===== src/hw/rtl/txq_pkg.sv =====
`timescale 1ns / 1ps
// types and constants shared by the transmit descriptor queue
// no dependencies; every txq module but txq_ram imports this package
package txq_pkg;

   typedef struct packed {
      logic        func;
      logic [15:0] msg_type;
      logic [31:0] msg_flags;
      logic [31:0] request_tag;
      logic [15:0] payload_length;
      logic [15:0] payload_handle;
      logic [63:0] now_us;
   } req_item_type;

   typedef struct packed {
      logic [2:0]  status;
      logic [15:0] out_type;
      logic [31:0] out_flags;
      logic [31:0] out_request;
      logic [31:0] out_sequence;
      logic [63:0] out_time;
      logic [15:0] out_length;
      logic [15:0] out_handle;
      logic        out_reliable;
      logic        freed_valid;
      logic [15:0] freed_handle;
   } rsp_item_type;

   // one queued descriptor as stored in the ring memory
   typedef struct packed {
      logic [15:0] msg_type;
      logic [31:0] flags;
      logic [31:0] request;
      logic [31:0] seq_num;
      logic [63:0] stamp;
      logic [15:0] length;
      logic [15:0] handle;
   } desc_type;

   localparam int DESC_W = $bits(desc_type);

   localparam logic [2:0] ST_QUEUED    = 3'd0;
   localparam logic [2:0] ST_EVICTED   = 3'd1;
   localparam logic [2:0] ST_DROPPED   = 3'd2;
   localparam logic [2:0] ST_FULL      = 3'd3;
   localparam logic [2:0] ST_LINK_DOWN = 3'd4;
   localparam logic [2:0] ST_TOO_LONG  = 3'd5;
   localparam logic [2:0] ST_DEQUEUED  = 3'd6;
   localparam logic [2:0] ST_EMPTY     = 3'd7;

   localparam int CSR_IDX_W  = 2;
   localparam int CSR_DATA_W = 16;
   localparam logic [CSR_IDX_W-1:0] CSR_LINK_UP     = 2'd0;
   localparam logic [CSR_IDX_W-1:0] CSR_REPORT_TYPE = 2'd1;
   localparam logic [CSR_IDX_W-1:0] CSR_MAX_PAYLOAD = 2'd2;

   typedef enum logic [1:0] {
      RD_HEAD,
      RD_PTR,
      RD_PREV
   } rd_sel_type;

   typedef enum logic [1:0] {
      WR_TAIL,
      WR_HEAD,
      WR_SHIFT
   } wr_sel_type;

   typedef struct packed {
      logic       load_req;
      rd_sel_type rd_sel;
      logic       wr_en;
      wr_sel_type wr_sel;
      logic       srch_init;
      logic       srch_next;
      logic       shift_step;
      logic       victim_load;
      logic       head_inc;
      logic       fill_inc;
      logic       fill_dec;
      logic       seq_inc;
      logic       resp_en;
      logic [2:0] resp_status;
   } cmd_type;

   typedef struct packed {
      logic is_deq;
      logic empty;
      logic link_up;
      logic too_long;
      logic full;
      logic hit;
      logic cnt_zero;
      logic srch_last;
      logic shift_last;
      logic req_is_report;
   } sts_type;

endpackage


===== src/hw/rtl/txq_ctrl.sv =====
`timescale 1ns / 1ps
// sequencer of the transmit descriptor queue: decode, eviction search and shift
// depends on txq_pkg
module txq_ctrl (
   input  logic             clock,
   input  logic             reset,
   input  logic             start,
   output logic             busy,
   input  txq_pkg::sts_type sts,
   output txq_pkg::cmd_type cmd
);
   import txq_pkg::*;

   typedef enum logic [7:0] {
      S_IDLE     = 8'b0000_0001,
      S_DECIDE   = 8'b0000_0010,
      S_DEQ_OUT  = 8'b0000_0100,
      S_SRCH_RD  = 8'b0000_1000,
      S_SRCH_CHK = 8'b0001_0000,
      S_SHIFT_RD = 8'b0010_0000,
      S_SHIFT_WR = 8'b0100_0000,
      S_EVICT    = 8'b1000_0000
   } state_type;

   state_type state_ff, state_in;

   always_comb begin
      cmd      = '0;
      state_in = state_ff;
      case (state_ff)
         S_IDLE: begin
            if (start) begin
               cmd.load_req = 1'b1;
               state_in     = S_DECIDE;
            end
         end
         S_DECIDE: begin
            if (sts.is_deq) begin
               if (sts.empty) begin
                  cmd.resp_en     = 1'b1;
                  cmd.resp_status = ST_EMPTY;
                  state_in        = S_IDLE;
               end else begin
                  cmd.rd_sel = RD_HEAD;
                  state_in   = S_DEQ_OUT;
               end
            end else if (!sts.link_up) begin
               cmd.resp_en     = 1'b1;
               cmd.resp_status = ST_LINK_DOWN;
               state_in        = S_IDLE;
            end else if (sts.too_long) begin
               cmd.resp_en     = 1'b1;
               cmd.resp_status = ST_TOO_LONG;
               state_in        = S_IDLE;
            end else if (!sts.full) begin
               cmd.wr_en       = 1'b1;
               cmd.wr_sel      = WR_TAIL;
               cmd.fill_inc    = 1'b1;
               cmd.seq_inc     = 1'b1;
               cmd.resp_en     = 1'b1;
               cmd.resp_status = ST_QUEUED;
               state_in        = S_IDLE;
            end else begin
               cmd.srch_init = 1'b1;
               state_in      = S_SRCH_RD;
            end
         end
         S_DEQ_OUT: begin
            cmd.resp_en     = 1'b1;
            cmd.resp_status = ST_DEQUEUED;
            cmd.head_inc    = 1'b1;
            cmd.fill_dec    = 1'b1;
            state_in        = S_IDLE;
         end
         S_SRCH_RD: begin
            cmd.rd_sel = RD_PTR;
            state_in   = S_SRCH_CHK;
         end
         S_SRCH_CHK: begin
            if (sts.hit) begin
               cmd.victim_load = 1'b1;
               state_in        = sts.cnt_zero ? S_EVICT : S_SHIFT_RD;
            end else if (sts.srch_last) begin
               // no input report queued: drop a report, reject anything else
               cmd.resp_en     = 1'b1;
               cmd.resp_status = sts.req_is_report ? ST_DROPPED : ST_FULL;
               state_in        = S_IDLE;
            end else begin
               cmd.srch_next = 1'b1;
               state_in      = S_SRCH_RD;
            end
         end
         S_SHIFT_RD: begin
            cmd.rd_sel = RD_PREV;
            state_in   = S_SHIFT_WR;
         end
         S_SHIFT_WR: begin
            cmd.wr_en      = 1'b1;
            cmd.wr_sel     = WR_SHIFT;
            cmd.shift_step = 1'b1;
            state_in       = sts.shift_last ? S_EVICT : S_SHIFT_RD;
         end
         S_EVICT: begin
            // old head slot becomes the new tail once the head moves on
            cmd.wr_en       = 1'b1;
            cmd.wr_sel      = WR_HEAD;
            cmd.head_inc    = 1'b1;
            cmd.seq_inc     = 1'b1;
            cmd.resp_en     = 1'b1;
            cmd.resp_status = ST_EVICTED;
            state_in        = S_IDLE;
         end
         default: begin
            state_in = S_IDLE;
         end
      endcase
   end

   always_ff @(posedge clock) begin
      if (reset) begin
         state_ff <= S_IDLE;
      end else begin
         state_ff <= state_in;
      end
   end

   assign busy = (state_ff != S_IDLE);

   a_resp_not_idle: assert property (@(posedge clock) disable iff (reset)
      cmd.resp_en |-> state_ff != S_IDLE)
      else $error("response issued from idle");

   a_start_decides: assert property (@(posedge clock) disable iff (reset)
      (state_ff == S_IDLE && start) |=> state_ff == S_DECIDE)
      else $error("accepted item not decoded");

   a_shift_pairs: assert property (@(posedge clock) disable iff (reset)
      state_ff == S_SHIFT_WR |-> $past(state_ff) == S_SHIFT_RD)
      else $error("shift write without preceding read");

endmodule


===== config.mk =====
export PLATFORM = sky130hd
export DESIGN_NAME = txq_ctrl
export DESIGN_NICKNAME = d
export VERILOG_FILES = /design/src/hw/rtl/txq_pkg.sv /design/src/hw/rtl/txq_ctrl.sv
export SDC_FILE = /design/constraint.sdc
export NUM_CORES = 1
export LEC_CHECK = 0
export CORE_MARGIN = 2
export CORE_UTILIZATION = 40
export CTS_CLUSTER_SIZE = 12
export DETAILED_ROUTE_END_ITERATION = 10
export DONT_BUFFER_PORTS = 1
export PLACE_DENSITY = 0.6
export SLEW_MARGIN = 15
export SYNTH_ARGS = -nofsm -noshare
export SYNTH_HDL_FRONTEND = slang
export SYNTH_SLANG_ARGS = --single-unit

===== constraint.sdc =====
create_clock -name clock -period 1.9 [get_ports clock]
set_clock_uncertainty 0.05 [all_clocks]
set_input_delay 0.19 -clock clock [delete_from_list [all_inputs] [get_ports clock]]
set_output_delay 0.19 -clock clock [all_outputs]
set_load 0.02 [all_outputs]

Word-level counts from Yosys, hierarchy flattened
Cells that the tools add are included.
- logic and storage cells: 59
- bits in latches: 0
- bits in registers: 8
- bits in writable memories: 0
- ROM bits: 0
- bits of input ports: 13
- memories kept: 0
- equal/unequal tests: 10
- muxes and demuxes: 47
- $add $sub $neg: 0
- reductions and logical operators: 1
- bitwise operators: 0
- $lt $le $gt $ge: 0
- $mul: 0
- shift operators: 0
- div/mod/pow operators: 0
- operators with widths (cell ; count):
    $mux W8 ; 7
    $pmux W8 S6 ; 1
    $mux W4 ; 11
    $mux W1 ; 21
    $pmux W4 S4 ; 1
    $pmux W3 S3 ; 1
    $eq A8 B1 Y1 const B ; 1
    $eq A8 B2 Y1 const B ; 1
    $eq A8 B3 Y1 const B ; 1
    $eq A8 B4 Y1 const B ; 1
    $eq A8 B5 Y1 const B ; 1
    $eq A8 B6 Y1 const B ; 1
    $eq A8 B7 Y1 const B ; 1
    $eq A8 B8 Y1 const B ; 1
    $ne A8 B1 Y1 const B ; 1
    $mux W3 ; 2
    $mux W5 ; 1
    $pmux W2 S2 ; 1
    $ne A2 B2 Y1 const B ; 1
    $pmux W1 S2 ; 1
    $reduce_or A2 Y1 ; 1

Depth between registers and ports, before layout
- depth after elaboration: 5
- depth in mapped cells: 6
- gate-level depth less buffers: 5

Worst setup path after synthesis
Ideal clock, no wire load.
- path kind: reg-to-output
- from: register state_ff[7]
- to: output port cmd[4] in the netlist's numbering
- slack: 0.095 ns
- stages on the path, launching flop included: 5
- arrival: 1.565 ns
- data required time: 1.660 ns
- path through: dfxtp_1 > nor4_4 > nand3_2 > nor3_2 > o21bai_1
- RTL lines (item ; RTL line ; RTL):
    start, declared ; txq_ctrl.sv:25 ; state_type state_ff, state_in;
    start signal, assigned ; txq_ctrl.sv:123 ; state_ff <= state_in;
    end, declared ; txq_ctrl.sv:10 ; output txq_pkg::cmd_type cmd

==> impl_metrics.env <==
export IMPL_final_hold_viol_count=0
export IMPL_ys_flop_type="dfxtp_1"
export IMPL_tritoncts="done"
export IMPL_htree_levels=1
export IMPL_largest_register_ff_count=8
export IMPL_antenna_found_initial=0
export IMPL_die_area_um2=1910
export IMPL_post_route_period_util_pct=99.2
export IMPL_grt_use_total_pct=17.9
export IMPL_clk_pin_slew_ns=0.06
export IMPL_status="complete, no violations"
export IMPL_end_kind="output port"
export IMPL_hp_class="in -> reg"
export IMPL_clock_path_buffers=2
export IMPL_initial_core_util_pct=42.4
export IMPL_grt_use_met1_pct=23.2
export IMPL_synth_area_um2=631
export IMPL_finalInstanceArea_um2=856
export IMPL_yosysWarnings=0
export IMPL_grt_most_used_layer="met2"
export IMPL_fin_cells=111
export IMPL_max_cap_viol_count=0
export IMPL_min_period_ns=1.88
export IMPL_nNetsFinal=110
export IMPL_slew_viol_final=0
export IMPL_synth_nets=90
export IMPL_power_density_nw_per_um2=537
export IMPL_die_w_um=43.7
export IMPL_worstSetupEndpoint="cmd[14]"
export IMPL_ys_top_cells_by_count="dfxtp_1 (8), inv_1 (8), nor2_1 (7)"
export IMPL_seq_area_frac_synth_pct=25.4
export IMPL_required_ns=1.66
export IMPL_firstDrtPassIters=4
export IMPL_cts_buffers=3
export IMPL_wl_per_cell_um=15.4
export IMPL_rows=14
export IMPL_top_regs="state_ff (8)"
export IMPL_clock_sinks=8
export IMPL_total_leakage_power_nw=0.397
export IMPL_syn_inst=77
export IMPL_syn_area_per_cell_um2=8.19
export IMPL_worst_hold_slack_ns=0.0329
export IMPL_vdd_ir_drop_max_mv=0.375
export IMPL_drtIter0Drc=6
export IMPL_async_flop_share_pct=0
export IMPL_setup_viol=0
export IMPL_critical_path_peak_fanout=8
export IMPL_fp_coreArea_um2=1490
export IMPL_grt_use_met3_pct=7.08
export IMPL_root_buffer="clkbuf_4"
export IMPL_critPathLaunchType="flip-flop"
export IMPL_placed_cells=102
export IMPL_ys_seq_elements=8
export IMPL_placed_area_um2=714
export IMPL_grtUsageMet2_pct=28.2
export IMPL_vias=658
export IMPL_slew_headroom_pct=69.6
export IMPL_grt_pass1_vias=600
export IMPL_power_total_mw=0.460
export IMPL_portBuffers=0
export IMPL_dpl_worst_slack_ns=0.181
export IMPL_yosys_area_top_type="dfxtp_1"
export IMPL_io_pins=32
export IMPL_ant_nets=0
export IMPL_critical_path_class="reg -> out"
export IMPL_gp_congestion=0.796
export IMPL_drive_gt1_share_pct=44.2
export IMPL_ys_top_cells_by_area="dfxtp_1 (25%), nor3_2 (6.3%), inv_1 (4.8%)"
export IMPL_grt_overflow_total=0
export IMPL_syn2layout_area_growth_pct=35.7
export IMPL_tns_ns=0
export IMPL_final_core_util_pct=57.5
export IMPL_grt_start_max_net_pins=9
export IMPL_top_register="state_ff"
export IMPL_synth_cell_types=37
export IMPL_r2r_end="state_ff[0]"
export IMPL_dp_hpwl_mm=1.20
export IMPL_routed_via_density=5.93
export IMPL_drt_total_wl_mm=1.71
export IMPL_antenna_cells=0
export IMPL_tightest_slew_ns=0.454
export IMPL_drc=0
export IMPL_die_height_um=43.7
export IMPL_synth_top_area_share_pct=25.4
export IMPL_clock_fmax_ghz=0.531
export IMPL_synth_edf_count=0
export IMPL_grt_first_pass_wirelength_mm=2.55
export IMPL_ff2ff_setup_slack_ns=0.28
export IMPL_rsz0062_at_grt="yes"
export IMPL_setup_slack_ns=0.0157
export IMPL_reg2reg_depth=5
export IMPL_arrival_ns=1.64
export IMPL_crit_path_start="state_ff[5]"
export IMPL_r2r_start="state_ff[3]"
export IMPL_worstSkewPairLatency_ns=0.26
==> cells by family (layout without fill, tap and decap cells) <==
logic type	after synthesis	count (layout)	synth area share, %
AOI/OAI and AO/OA	15	15	18.7
DFF	8	8	25.4
buffers and inverters	9	27	6.55
and+or+nand+nor	43	43	46.6
xor gates and xnor gates	2	2	2.78
==> critical path, cell delays in order, from the launching register on <==
cell	delay (ns)
dfxtp_4	0.37
nor4_4	0.35
nand3_4	0.18
o311ai_2	0.31
buf_4	0.18
==> worst min-delay path by stage <==
stage | from | endpoint | slack [ns] | depth (start not counted)
floorplan | reset | state_ff[5] | 0.21 | 1
global placement | reset | state_ff[5] | 0.21 | 1
detailed placement | reset | state_ff[5] | 0.21 | 1
CTS | sts[1] | state_ff[7] | 0.03 | 2
global route | sts[1] | state_ff[7] | 0.02 | 2
finish | sts[1] | state_ff[7] | 0.03 | 2
==> layer usage <==
layer	up-vias	part of all wire [%]
li1	318	-
met1	310	41
met2	26	52
met3	4	5.8
met4	0	1.4
met5	-	0
==> layout by cell type, fill, tap and decap left out, drive strengths merged, types with 2 or more instances in the layout <==
| cell | count |
|---|---|
| buf | 15 |
| inv | 8 |
| nor3 | 8 |
| dfxtp | 8 |
| nor2 | 7 |
| nand2 | 6 |
| clkbuf | 3 |
| nor4 | 3 |
| nand3 | 3 |
| nor4b | 2 |
| or2b | 2 |
| or2 | 2 |
| nor2b | 2 |
| a21oi | 2 |
| and3 | 2 |
| or3b | 2 |
| nand2b | 2 |
| o21ai | 2 |
| o21bai | 2 |
==> timing repair <==
action | CTS | global route
gates resized for setup | 5 | 13
hold buffers | 1 | 0
buffers inserted | 2 | 3
endpoints found under the hold margin | 3 | 0
endpoints found under the setup margin | 6 | 9
pin swaps | 3 | 8
==> where the power goes <==
group	total, mW	internal, mW	switching, mW
sequential	0.190	0.173	0.0168
clock	0.136	0.0727	0.0637
combinational	0.133	0.0646	0.0688
total	0.460	0.310	0.149
==> layout make-up <==
class / count / area [um^2]
Clock buffer: 3 / 22.5
Tap cell: 16 / 20.0
Sequential cell: 8 / 169
Fill cell: 132 / 633
Multi-Input combinational cell: 60 / 492
Inverter: 8 / 30.0
Timing Repair Buffer: 16 / 123
Power figures use the tool's default switching activity.
